[src/rtl/sync_frame_receiver_crc16_macros.svh]
// Assertion macros used by the frame receiver RTL.
`ifndef SYNC_FRAME_RECEIVER_CRC16_MACROS_SVH
`define SYNC_FRAME_RECEIVER_CRC16_MACROS_SVH

// Concurrent check on the rising clock, ignored while reset is asserted.
`define SFR_ASSERT(lbl, prop, msg) \
	lbl: assert property (@(posedge clk) disable iff (!arst_n) (prop)) else $error(msg);

// Concurrent check that also holds while reset is asserted.
`define SFR_ASSERT_ALWAYS(lbl, prop, msg) \
	lbl: assert property (@(posedge clk) (prop)) else $error(msg);

`endif

[src/rtl/sfr_pkg.sv]
// Package with constants, phase codes and the CRC-16 step of the frame receiver.
`timescale 1ns / 1ps
package sfr_pkg;

	localparam logic [7:0]  SYNC_FIRST  = 8'hAA;
	localparam logic [7:0]  SYNC_SECOND = 8'h55;
	localparam logic [15:0] CRC_POLY    = 16'h1021;
	localparam logic [15:0] CRC_INIT    = 16'hFFFF;
	localparam logic [7:0]  EXPECTED_VERSION_RESET    = 8'h03;
	localparam int          MAX_PAYLOAD_BYTES_DEFAULT = 64;

	typedef enum logic [3:0] {
		PH_HUNT     = 4'd0,
		PH_SYNC2    = 4'd1,
		PH_VERSION  = 4'd2,
		PH_MESSAGE  = 4'd3,
		PH_SEQUENCE = 4'd4,
		PH_LENGTH   = 4'd5,
		PH_PAYLOAD  = 4'd6,
		PH_CRC_LO   = 4'd7,
		PH_CRC_HI   = 4'd8
	} phase_t;

	// One byte of CRC-16, MSB first, no reflection.
	function automatic logic [15:0] crc16_update(input logic [15:0] crc, input logic [7:0] b);
		logic [15:0] c;
		c = crc ^ {b, 8'h00};
		for (int i = 0; i < 8; i++) begin
			c = c[15] ? ((c << 1) ^ CRC_POLY) : (c << 1);
		end
		return c;
	endfunction

endpackage

[src/rtl/sync_frame_receiver_crc16.sv]
// Top level of the sync-header frame receiver with CRC-16 check.
//
// The rx channel takes one received byte per request (rx_valid, rx_stall).
// The block hunts for the sync pair AA 55, then reads version, message,
// sequence and length bytes, up to MAX_PAYLOAD_BYTES payload bytes, and a
// little-endian CRC-16 (poly 0x1021, init 0xFFFF). Payload bytes go into a
// small RAM as they arrive, while the CRC runs one byte per cycle whenever
// byte is taken. When the CRC high byte is taken, a good frame with the
// expected version produces max(1, length) result requests; any other
// complete frame produces one rejected result. A length above
// MAX_PAYLOAD_BYTES drops the frame quietly. The CRC high byte starts the
// readout, whose results are registered. Results leave at one per cycle
// while result_stall is low, paced by the single read port of the payload
// RAM, and rx_stall stays high until the last result of the frame has
// been issued, so no new bytes are taken during readout. When result_stall
// is high with a result valid, the result register holds and no further
// RAM read is issued. Reset puts the block in the sync hunt with
// expected_version at 3; the payload RAM needs no clearing, since only
// entries written by the current frame are ever read back.
`timescale 1ns / 1ps
`include "sync_frame_receiver_crc16_macros.svh"
module sync_frame_receiver_crc16
	import sfr_pkg::*;
#(
	parameter int MAX_PAYLOAD_BYTES = MAX_PAYLOAD_BYTES_DEFAULT
) (
	input  logic       clk,
	input  logic       arst_n,
	// configuration
	input  logic       cfg_wr_en,
	input  logic [7:0] cfg_wr_data,
	// received bytes
	input  logic       rx_valid,
	output logic       rx_stall,
	input  logic [7:0] rx_byte,
	// results
	output logic       result_valid,
	input  logic       result_stall,
	output logic [7:0] message_type,
	output logic [7:0] sequence_number,
	output logic [6:0] payload_length,
	output logic       frame_status,
	output logic [7:0] payload_byte,
	output logic [5:0] byte_position,
	output logic       last_of_frame
);

	// Length values run from 0 to MAX_PAYLOAD_BYTES; RAM addresses below it.
	localparam int LEN_W = $clog2(MAX_PAYLOAD_BYTES + 1);
	localparam int IDX_W = (MAX_PAYLOAD_BYTES > 1) ? $clog2(MAX_PAYLOAD_BYTES) : 1;
	localparam logic [7:0]     MAX_B = 8'(MAX_PAYLOAD_BYTES);
	localparam logic [LEN_W:0] MAX_L = (LEN_W + 1)'(MAX_PAYLOAD_BYTES);

	// Per-byte control decoded from the phase.
	typedef struct packed {
		logic crc_init;
		logic crc_en;
		logic cap_version;
		logic cap_message;
		logic cap_sequence;
		logic cap_length;
		logic fill_clr;
		logic ram_we;
		logic cap_crc_lo;
		logic frame_done;
	} rx_ctl_t;

	phase_t            phase_q, phase_d;
	rx_ctl_t           ctl;
	logic              rx_take;
	logic [7:0]        expected_version_q;
	logic [7:0]        version_q, message_q, sequence_q, crc_lo_q;
	logic [LEN_W-1:0]  length_q, fill_q;
	logic [LEN_W:0]    fill_inc;
	logic [15:0]       crc_q;
	logic              len_over, fill_full, frame_good;

	logic              emit_active_q, emit_reject_q, emit_zero_q;
	logic [LEN_W-1:0]  emit_idx_q;
	logic [LEN_W:0]    emit_inc;
	logic              issue, issue_last;

	logic              res_valid_q, res_status_q, res_zero_q, res_last_q;
	logic [7:0]        res_msg_q, res_seq_q;
	logic [LEN_W-1:0]  res_len_q;
	logic [IDX_W-1:0]  res_pos_q;
	logic [7:0]        ram_rd_data;
	logic [7:0]        len_ext, pos_ext;

	// Input is held off while a frame's results are being read out of the RAM.
	assign rx_stall  = emit_active_q;
	assign rx_take   = rx_valid && !rx_stall;

	assign len_over  = rx_byte > MAX_B;
	assign fill_inc  = {1'b0, fill_q} + 1'b1;
	assign fill_full = {1'b0, fill_q} >= MAX_L;
	assign frame_good = ({rx_byte, crc_lo_q} == crc_q) && (version_q == expected_version_q);

	always_ff @(posedge clk or negedge arst_n) begin
		if (!arst_n) begin
			expected_version_q <= EXPECTED_VERSION_RESET;
		end else if (cfg_wr_en) begin
			expected_version_q <= cfg_wr_data;
		end
	end

	// Next phase.
	always_comb begin
		phase_d = phase_q;
		unique case (phase_q)
			PH_HUNT:     phase_d = (rx_byte == SYNC_FIRST) ? PH_SYNC2 : PH_HUNT;
			PH_SYNC2: begin
				if (rx_byte == SYNC_SECOND) begin
					phase_d = PH_VERSION;
				end else begin
					phase_d = (rx_byte == SYNC_FIRST) ? PH_SYNC2 : PH_HUNT;
				end
			end
			PH_VERSION:  phase_d = PH_MESSAGE;
			PH_MESSAGE:  phase_d = PH_SEQUENCE;
			PH_SEQUENCE: phase_d = PH_LENGTH;
			PH_LENGTH: begin
				if (len_over) begin
					phase_d = PH_HUNT;
				end else begin
					phase_d = (rx_byte == 8'h00) ? PH_CRC_LO : PH_PAYLOAD;
				end
			end
			PH_PAYLOAD: begin
				if (fill_full || (fill_inc >= {1'b0, length_q})) begin
					phase_d = PH_CRC_LO;
				end
			end
			PH_CRC_LO:   phase_d = PH_CRC_HI;
			PH_CRC_HI:   phase_d = PH_HUNT;
			default:     phase_d = PH_HUNT;
		endcase
	end

	// Per-phase control.
	always_comb begin
		ctl = '0;
		unique case (phase_q)
			PH_HUNT:     ctl = '0;
			PH_SYNC2:    ctl.crc_init = (rx_byte == SYNC_SECOND);
			PH_VERSION: begin
				ctl.cap_version = 1'b1;
				ctl.crc_en      = 1'b1;
			end
			PH_MESSAGE: begin
				ctl.cap_message = 1'b1;
				ctl.crc_en      = 1'b1;
			end
			PH_SEQUENCE: begin
				ctl.cap_sequence = 1'b1;
				ctl.crc_en       = 1'b1;
			end
			PH_LENGTH: begin
				ctl.crc_en     = 1'b1;
				ctl.fill_clr   = 1'b1;
				ctl.cap_length = !len_over;
			end
			PH_PAYLOAD: begin
				ctl.ram_we = !fill_full;
				ctl.crc_en = !fill_full;
			end
			PH_CRC_LO:   ctl.cap_crc_lo = 1'b1;
			PH_CRC_HI:   ctl.frame_done = 1'b1;
			default:     ctl = '0;
		endcase
	end

	always_ff @(posedge clk or negedge arst_n) begin
		if (!arst_n) begin
			phase_q    <= PH_HUNT;
			version_q  <= '0;
			message_q  <= '0;
			sequence_q <= '0;
			length_q   <= '0;
			fill_q     <= '0;
			crc_lo_q   <= '0;
			crc_q      <= CRC_INIT;
		end else if (rx_take) begin
			phase_q <= phase_d;
			if (ctl.crc_init) begin
				crc_q <= CRC_INIT;
			end else if (ctl.crc_en) begin
				crc_q <= crc16_update(crc_q, rx_byte);
			end
			if (ctl.cap_version) begin
				version_q <= rx_byte;
			end
			if (ctl.cap_message) begin
				message_q <= rx_byte;
			end
			if (ctl.cap_sequence) begin
				sequence_q <= rx_byte;
			end
			if (ctl.cap_length) begin
				length_q <= rx_byte[LEN_W-1:0];
			end
			if (ctl.fill_clr) begin
				fill_q <= '0;
			end else if (ctl.ram_we) begin
				fill_q <= fill_inc[LEN_W-1:0];
			end
			if (ctl.cap_crc_lo) begin
				crc_lo_q <= rx_byte;
			end
		end
	end

	// Readout sequencer: walks the payload RAM once per finished frame.
	assign issue    = emit_active_q && (!res_valid_q || !result_stall);
	assign emit_inc = {1'b0, emit_idx_q} + 1'b1;
	assign issue_last = emit_zero_q || (emit_inc >= {1'b0, length_q});

	always_ff @(posedge clk or negedge arst_n) begin
		if (!arst_n) begin
			emit_active_q <= 1'b0;
			emit_reject_q <= 1'b0;
			emit_zero_q   <= 1'b0;
			emit_idx_q    <= '0;
		end else if (rx_take && ctl.frame_done) begin
			emit_active_q <= 1'b1;
			emit_reject_q <= !frame_good;
			emit_zero_q   <= !frame_good || (length_q == '0);
			emit_idx_q    <= '0;
		end else if (issue) begin
			emit_idx_q <= emit_inc[LEN_W-1:0];
			if (issue_last) begin
				emit_active_q <= 1'b0;
			end
		end
	end

	// Result register; the payload byte itself is the RAM's read register.
	always_ff @(posedge clk or negedge arst_n) begin
		if (!arst_n) begin
			res_valid_q <= 1'b0;
		end else if (issue) begin
			res_valid_q <= 1'b1;
		end else if (!result_stall) begin
			res_valid_q <= 1'b0;
		end
	end

	always_ff @(posedge clk) begin
		if (issue) begin
			res_status_q <= emit_reject_q;
			res_zero_q   <= emit_zero_q;
			res_last_q   <= issue_last;
			res_pos_q    <= emit_idx_q[IDX_W-1:0];
			res_msg_q    <= message_q;
			res_seq_q    <= sequence_q;
			res_len_q    <= length_q;
		end
	end

	sfr_payload_ram #(
		.DEPTH  (MAX_PAYLOAD_BYTES),
		.ADDR_W (IDX_W)
	) u_payload_ram (
		.clk     (clk),
		.wr_en   (rx_take && ctl.ram_we),
		.wr_addr (fill_q[IDX_W-1:0]),
		.wr_data (rx_byte),
		.rd_en   (issue),
		.rd_addr (emit_idx_q[IDX_W-1:0]),
		.rd_data (ram_rd_data)
	);

	assign len_ext = 8'(res_len_q);
	assign pos_ext = 8'(res_pos_q);

	assign result_valid    = res_valid_q;
	assign message_type    = res_msg_q;
	assign sequence_number = res_seq_q;
	assign payload_length  = len_ext[6:0];
	assign frame_status    = res_status_q;
	assign payload_byte    = res_zero_q ? 8'h00 : ram_rd_data;
	assign byte_position   = pos_ext[5:0];
	assign last_of_frame   = res_last_q;

	// The RAM is never written while the same frame is being read out.
	`SFR_ASSERT(a_no_write_in_readout, !(rx_take && ctl.ram_we && emit_active_q), "payload write during readout")
	// A finished frame always starts a readout on the next cycle.
	`SFR_ASSERT(a_done_starts_readout, (rx_take && ctl.frame_done) |=> emit_active_q, "frame end without readout")
	// Issuing the last result ends the readout.
	`SFR_ASSERT(a_last_ends_readout, (issue && issue_last) |=> !emit_active_q, "readout runs past last result")
	// A rejected or empty frame gives exactly one result, marked last.
	`SFR_ASSERT(a_zero_is_single, (issue && emit_zero_q) |-> (issue_last && (emit_idx_q == '0)), "single result broken")

endmodule

[src/rtl/sfr_payload_ram.sv]
// Payload store: one write port and one registered read port.
`timescale 1ns / 1ps
module sfr_payload_ram #(
	parameter int DEPTH  = 64,
	parameter int ADDR_W = 6
) (
	input  logic              clk,
	input  logic              wr_en,
	input  logic [ADDR_W-1:0] wr_addr,
	input  logic [7:0]        wr_data,
	input  logic              rd_en,
	input  logic [ADDR_W-1:0] rd_addr,
	output logic [7:0]        rd_data
);

	logic [7:0] mem_q [DEPTH];
	logic [7:0] rd_data_q;

	always_ff @(posedge clk) begin
		if (wr_en) begin
			mem_q[wr_addr] <= wr_data;
		end
	end

	// The read data holds until the next read, so it can serve as an output register.
	always_ff @(posedge clk) begin
		if (rd_en) begin
			rd_data_q <= mem_q[rd_addr];
		end
	end

	assign rd_data = rd_data_q;

endmodule
[config.mk]
export PLATFORM = sky130hd
export DESIGN_NAME = sync_frame_receiver_crc16
export DESIGN_NICKNAME = d
export VERILOG_FILES = /design/src/rtl/sfr_pkg.sv /design/src/rtl/sync_frame_receiver_crc16.sv /design/src/rtl/sfr_payload_ram.sv
export VERILOG_INCLUDE_DIRS = /design/src /design/src/rtl
export SDC_FILE = /design/constraint.sdc
export NUM_CORES = 1
export LEC_CHECK = 0
export ABC_AREA = 1
export BUFFER_PORTS_ARGS = -buffer_cell sky130_fd_sc_hd__buf_2
export CORE_ASPECT_RATIO = 1.2
export CORE_MARGIN = 2
export CORE_UTILIZATION = 40
export CTS_BUF_LIST = sky130_fd_sc_hd__clkbuf_8
export DETAILED_ROUTE_END_ITERATION = 8
export GPL_ROUTABILITY_DRIVEN = 0
export PLACE_DENSITY_LB_ADDON = 0.25
export SYNTH_ARGS = -nofsm -noshare
export SYNTH_HDL_FRONTEND = slang
export SYNTH_HIERARCHICAL = 1
export SYNTH_SLANG_ARGS = --single-unit
[constraint.sdc]
create_clock -name clk -period 3 [get_ports clk]
set_input_delay 0.15 -clock clk [delete_from_list [all_inputs] [get_ports clk]]
set_output_delay 0.15 -clock clk [all_outputs]
set_load 0.1 [all_outputs]
# ---- Yosys cells after proc, flatten, opt, wreduce, memory -nomap -nowiden
# Memories as Yosys holds them, arrays and structs flattened. A register that Yosys moved wholly into a read port is not among the register bits.
# Cells that the tools add are included.
dict set report totals {
  romBits 0
  latch_bits 0
  register_bits 117
  ram_bits 512
  inputBits 21
  n_memories 1
  out_inout_bits 41
  wordCells 120
}
# memory words word_bits read_ports rd_ports_with_merged_regs wr line_no
set memory_table {}
lappend memory_table {u_payload_ram.mem_q 64 8 1 1 1 sfr_payload_ram.sv:16} ;# logic [7:0] mem_q [DEPTH];
dict set report classes {
  order_cmp 4
  bitwise_logic 9
  n_eq_ne 14
  multipliers 0
  addsub 2
  div_mod_pow 0
  mux 37
  reduce_logical 32
  shift 0
}
# cell n
set op_table {}
lappend op_table {{$mux 13} 8}
lappend op_table {{$mux 16} 2}
lappend op_table {{$pmux 4 s8} 1}
lappend op_table {{$mux 7} 4}
lappend op_table {{$not 3->3} 8}
lappend op_table {{$reduce_and 2->1} 9}
lappend op_table {{$add 7x1->8 const B} 2}
lappend op_table {{$eq 16x16->1} 1}
lappend op_table {{$eq 4x3->1 const B} 4}
lappend op_table {{$ge 8x7->1} 2}
lappend op_table {{$mux 1} 16}
lappend op_table {{$xor 16x16->16} 1}
lappend op_table {{$eq 4x2->1 const B} 2}
lappend op_table {{$eq 8x7->1 const B} 1}
lappend op_table {{$eq 8x8->1} 1}
lappend op_table {{$eq 8x8->1 const B} 1}
lappend op_table {{$gt 8x7->1 const B} 1}
lappend op_table {{$logic_not 8->1} 1}
lappend op_table {{$mux 8} 1}
lappend op_table {{$reduce_bool 2->1} 4}
lappend op_table {{$ge 7x7->1 const B} 1}
lappend op_table {{$logic_not 7->1} 1}
lappend op_table {{$logic_not 1->1} 6}
lappend op_table {{$logic_and 1x1->1} 5}
lappend op_table {{other kinds (11)} 15}

# ---- Depth between registers and ports, before layout
dict set report depth {
  depth_word 19
  mapped_depth 16
  mapped_depth_nobuf 16
}

# ---- Modules after synthesis
# Netlist, hierarchy kept.
# mod seq_area_each_um2 area_per_inst_um2 instances cells_per_inst
set modules_own_cells {}
lappend modules_own_cells {sfr_payload_ram 15615.0 21419.3 1 1805}
lappend modules_own_cells {sync_frame_receiver_crc16 3110.5 5744.3 1 657}

# ---- Worst setup path after synthesis
# No wires, ideal clock.
dict set report synth_timing {
  kind {reg2reg}
  start {register emit_active_q, in the netlist rx_stall}
  end {memory u_payload_ram.mem_q[50][0], enable pin}
  n_path_buf 1
  arrival_time_ps 2660
  slack_ps -54
  path_stages_with_launch 7
  period_less_slack_ps 3054
  required_time_ps 2605
  setup_time_ps 395
  cell_sequence {dfrtp_1 -> inv_1 -> nand2_1 -> nor2_1 -> clkbuf_1 -> nand4_1 -> nor4_1}
}
dict set report synth_via {
  elab_chain_len 5
}
# item line_no
set synth_rtl {}
lappend synth_rtl {{start, declared} sync_frame_receiver_crc16.sv:78} ;# logic emit_active_q, emit_reject_q, emit_zero_q;
lappend synth_rtl {{start signal, assigned} sync_frame_receiver_crc16.sv:220} ;# emit_active_q <= 1'b0;
lappend synth_rtl {{start signal, assigned} sync_frame_receiver_crc16.sv:225} ;# emit_active_q <= 1'b1;
lappend synth_rtl {{start signal, assigned} sync_frame_receiver_crc16.sv:232} ;# emit_active_q <= 1'b0;
lappend synth_rtl {{$logic_not 1->1} sync_frame_receiver_crc16.sv:92} ;# assign rx_take = rx_valid && !rx_stall;
lappend synth_rtl {{$logic_and 1x1->1} sync_frame_receiver_crc16.sv:92}
lappend synth_rtl {{$logic_and 1x1->1} sync_frame_receiver_crc16.sv:265} ;# .wr_en (rx_take && ctl.ram_we),
lappend synth_rtl {{$mux 1} sfr_payload_ram.sv:20} ;# if (wr_en) begin
lappend synth_rtl {{$mux 1 (not written as such)} sfr_payload_ram.sv:21} ;# mem_q[wr_addr] <= wr_data;
lappend synth_rtl {{end, declared} sfr_payload_ram.sv:16}
# Every way passes these cells.

# ---- Worst setup path in the final report
dict set report layout_timing {
  start {register phase_q[3]}
  end {memory u_payload_ram.mem_q[24][3], enable pin}
}
dict set report layout_via {
  elab_chain_len 5
}
# item line_no
set layout_rtl {}
lappend layout_rtl {{start, declared} sync_frame_receiver_crc16.sv:68} ;# phase_t phase_q, phase_d;
lappend layout_rtl {{start signal, assigned} sync_frame_receiver_crc16.sv:184} ;# phase_q <= phase_d;
lappend layout_rtl {{$eq 4x3->1} sync_frame_receiver_crc16.sv:143} ;# unique case (phase_q)
lappend layout_rtl {{$mux 1} sync_frame_receiver_crc16.sv:143}
lappend layout_rtl {{$logic_and 1x1->1} sync_frame_receiver_crc16.sv:265}
lappend layout_rtl {{$mux 1} sfr_payload_ram.sv:20}
lappend layout_rtl {{$mux 1 (not written as such)} sfr_payload_ram.sv:21}
# Every way passes these cells.

==> flow_metrics.tcl <==
set metrics [dict create \
    status "completed" \
    drt_first_pass_iters 5 \
    yosysSeqAreaShare 0.689 \
    antenna_found_initial 3 \
    synth_top_area_frac 0.610 \
    h-tree-depth 3 \
    drc_errors 0 \
    core_area_um2 67100 \
    setup_viol 0 \
    io_pins 62 \
    crit_path_end_kind "flop" \
    post_dp_cell_area_um2 28300 \
    fmax_mhz 412 \
    dpl.hpwl_um 44500 \
    fin_ws_ns 0.571 \
    arrival_ns 2.73 \
    cp-startpoint "phase_q[3]$_DFFE_PN0P_" \
    p_leak_nw 11.7 \
    clkTransAtPathRegs_ns 0.06 \
    muxShareOfSynthArea 0.00249 \
    initial_core_util 0.405 \
    maxSlewHeadroom 0.219 \
    clk_latency_ns 0.72 \
    grt_pass1_vias 18294 \
    clockRootBuffer "clkbuf_8" \
    wirelength_um 72200 \
    cts_sinks 637 \
    rr_worst_depth 7 \
    synth_area_um2 27200 \
    synth_nets 2500 \
    antenna_left 0 \
    async_reset_ff_frac 0.133 \
    r2r-end "u_payload_ram/mem_q[24][3]$_DFFE_PP_" \
    vias 18598 \
    reg2reg_from "phase_q[3]$_DFFE_PN0P_" \
    cp.required_ns 3.31 \
    slew_viol_final 0 \
    cts_tree "yes" \
    synth-edff-count 552 \
    rows 104 \
    synth_warnings 6 \
    grt_max_degree 87 \
    wire_per_inst_um 20.2 \
    post-place-ws_ns 0.604 \
    synth_xor_area_frac 0.00935 \
    cap_violations 0 \
    io_buffer_count 61 \
    finalPower_mw 17.1 \
    synth.distinct_cells 37 \
    ys_ff_latch 637 \
    critPathKind "flop to flop" \
    rsz0062_at_grt "no" \
    syn-mean-instance-area_um2 11.0 \
    synthFlopType "edfxtp_1" \
    yosys-top-cells-count "nand2_1, edfxtp_1, nand3_1" \
    vdd_drop_max_v 0.000340 \
    synth-adder-area-share 0.00783 \
    syn_inst 2462 \
    start_kind "flop" \
    yosys.area_share.simple 0.233 \
    clock_skew_ns 0.0475 \
    yosys.area.top_type "edfxtp_1" \
    grt_overflow 0 \
    drive_above_1_share 0.115 \
    yosysMostFrequentCell "nand2_1" \
    period_share 0.810 \
    dieHeight_um 289 \
    synth.top_cells.by_area "edfxtp_1, nand2_1, nand3_1" \
    grt_usage 0.207 \
    clockBufferDepth 3 \
    viasPerCell 5.21 \
    hold_viol 0 \
    p_per_area_nw_per_um2 562 \
    r2r_setup_slack_ns 0.57 \
    critPathMaxFanout 12 \
    endpoint "u_payload_ram/mem_q[24][3]$_DFFE_PP_" \
    synth_top_family_by_area "simple AND/OR/NAND/NOR gates" \
    cts_buffers 100 \
    finalInstanceArea_um2 30500 \
    die_w_um 242 \
    nNetsFinal 2621 \
    cts_setup_buffers 0 \
    drt_iter0_markers 1753 \
    fillers 6329 \
    worst_pin_slew_ns 1.17 \
    grt_pass1_wl_um 110000 \
    fin_crit_ns 2.43 \
    dieArea_um2 70000 \
    area_growth_pct 12.3 \
    hp-class "input port to flop" \
    finalHoldWorstSlack_ns 0.0918 \
    synth_compound_area_frac 0.0120 \
]
-- how the worst min path moves through the flow --
| stage | startpoint | end | slack, ns | cells past startpoint |
|---|---|---|---|---|
| 2_1_floorplan | arst_n | crc_lo_q[0]$_DFFE_PN0P_ | -0.15 | 0 |
| 3_3_place_gp | arst_n | message_q[0]$_DFFE_PN0P_ | 0.36 | 1 |
| 3_5_place_dp | cfg_wr_data[4] | expected_version_q[4]$_DFFE_PN0P_ | 0.36 | 3 |
| 4_1_cts | rx_valid | length_q[2]$_DFFE_PN0P_ | 0.05 | 5 |
| 5_1_grt | rx_byte[6] | version_q[6]$_DFFE_PN0P_ | 0.10 | 3 |
| 6_report | rx_byte[6] | version_q[6]$_DFFE_PN0P_ | 0.09 | 3 |
-- per-stage QoR --
stage	utilization	cells	setup TNS, ns
floorplan	-	2462	-3.48
global placement	0.421	3356	0
detailed placement	0.421	3356	0
CTS	0.454	3566	0
global route	0.454	3567	0
finish	0.454	3568	0
-- layout by cell type (no fill, tap or decap), drive strengths merged, types with 15 or more instances in the layout --
| cell type | n |
|---|---|
| buf | 122 |
| inv | 127 |
| ha | 17 |
| o21ai | 47 |
| nand4 | 15 |
| dfstp | 18 |
| clkbuf | 109 |
| nand2 | 860 |
| nor2 | 106 |
| xnor2 | 15 |
| dfrtp | 67 |
| edfxtp | 552 |
| nand3 | 487 |
| dlygate4sd3 | 26 |
| clkinv | 38 |
-- flip-flops by register name (all words and copies together) (netlist names), 7 cells and up --
register / count
crc_lo_q: 8
crc_q: 16
emit_idx_q: 7
expected_version_q: 8
fill_q: 7
length_q: 7
message_q: 8
message_type: 8
payload_length: 7
sequence_number: 8
sequence_q: 8
u_payload_ram/mem_q: 512
u_payload_ram/rd_data: 8
version_q: 8
-- worst max-delay path, stage by stage, from the launching register on --
cell and delay, ns:
dfrtp_1 0.44, nor2_4 0.17, nand4_1 0.14, nor2_1 0.13
buf_4 0.19, nand4_1 0.11, buf_4 0.24, nor2_1 0.60
-- repair_timing --
item / CTS / global route
hold buffers: 26 / 0
resized for setup: 0 / 0
hold endpoints to repair: 107 / 0
-- layer usage --
| layer | GRT usage | part of all wire | vias to the layer above |
|---|---|---|---|
| li1 | - | - | 8718 |
| met1 | 0.263 | 0.41 | 9101 |
| met2 | 0.360 | 0.51 | 659 |
| met3 | 0.0289 | 0.055 | 120 |
| met4 | 0.0784 | 0.027 | 0 |
| met5 | 0 | 0 | - |
-- area by class of cell --
| cell class | instances | area (um2) | share of cell area |
|---|---|---|---|
| inverters | 94 | 360 | 0.0118 |
| clock buffers | 109 | 1500 | 0.0492 |
| repair buffers | 148 | 1140 | 0.0373 |
| diodes | 2 | 5.00 | 0.000164 |
| well taps | 901 | 1130 | 0.0370 |
| multi-input cells | 1602 | 7190 | 0.236 |
| flip-flops and latches | 637 | 18700 | 0.614 |
| clock inverters | 75 | 438 | 0.0144 |
-- kinds of logic (layout without fill, tap and decap cells) --
family          Yosys count  in the layout
compound gates           62             62
xor+xnor                 29             29
fa+ha+maj                17             17
buf+inv                 223            426
flops                   637            637
mux                       6              6
other cells               0              2
simple gates           1488           1488
-- where the power goes --
part           leakage (nW)  internal, mW  switching, mW
logic                  4.60        0.0872          0.266
clock network          1.10          3.64           3.50
registers              5.99          9.64        0.00994
Power figures use the tool's default switching activity.
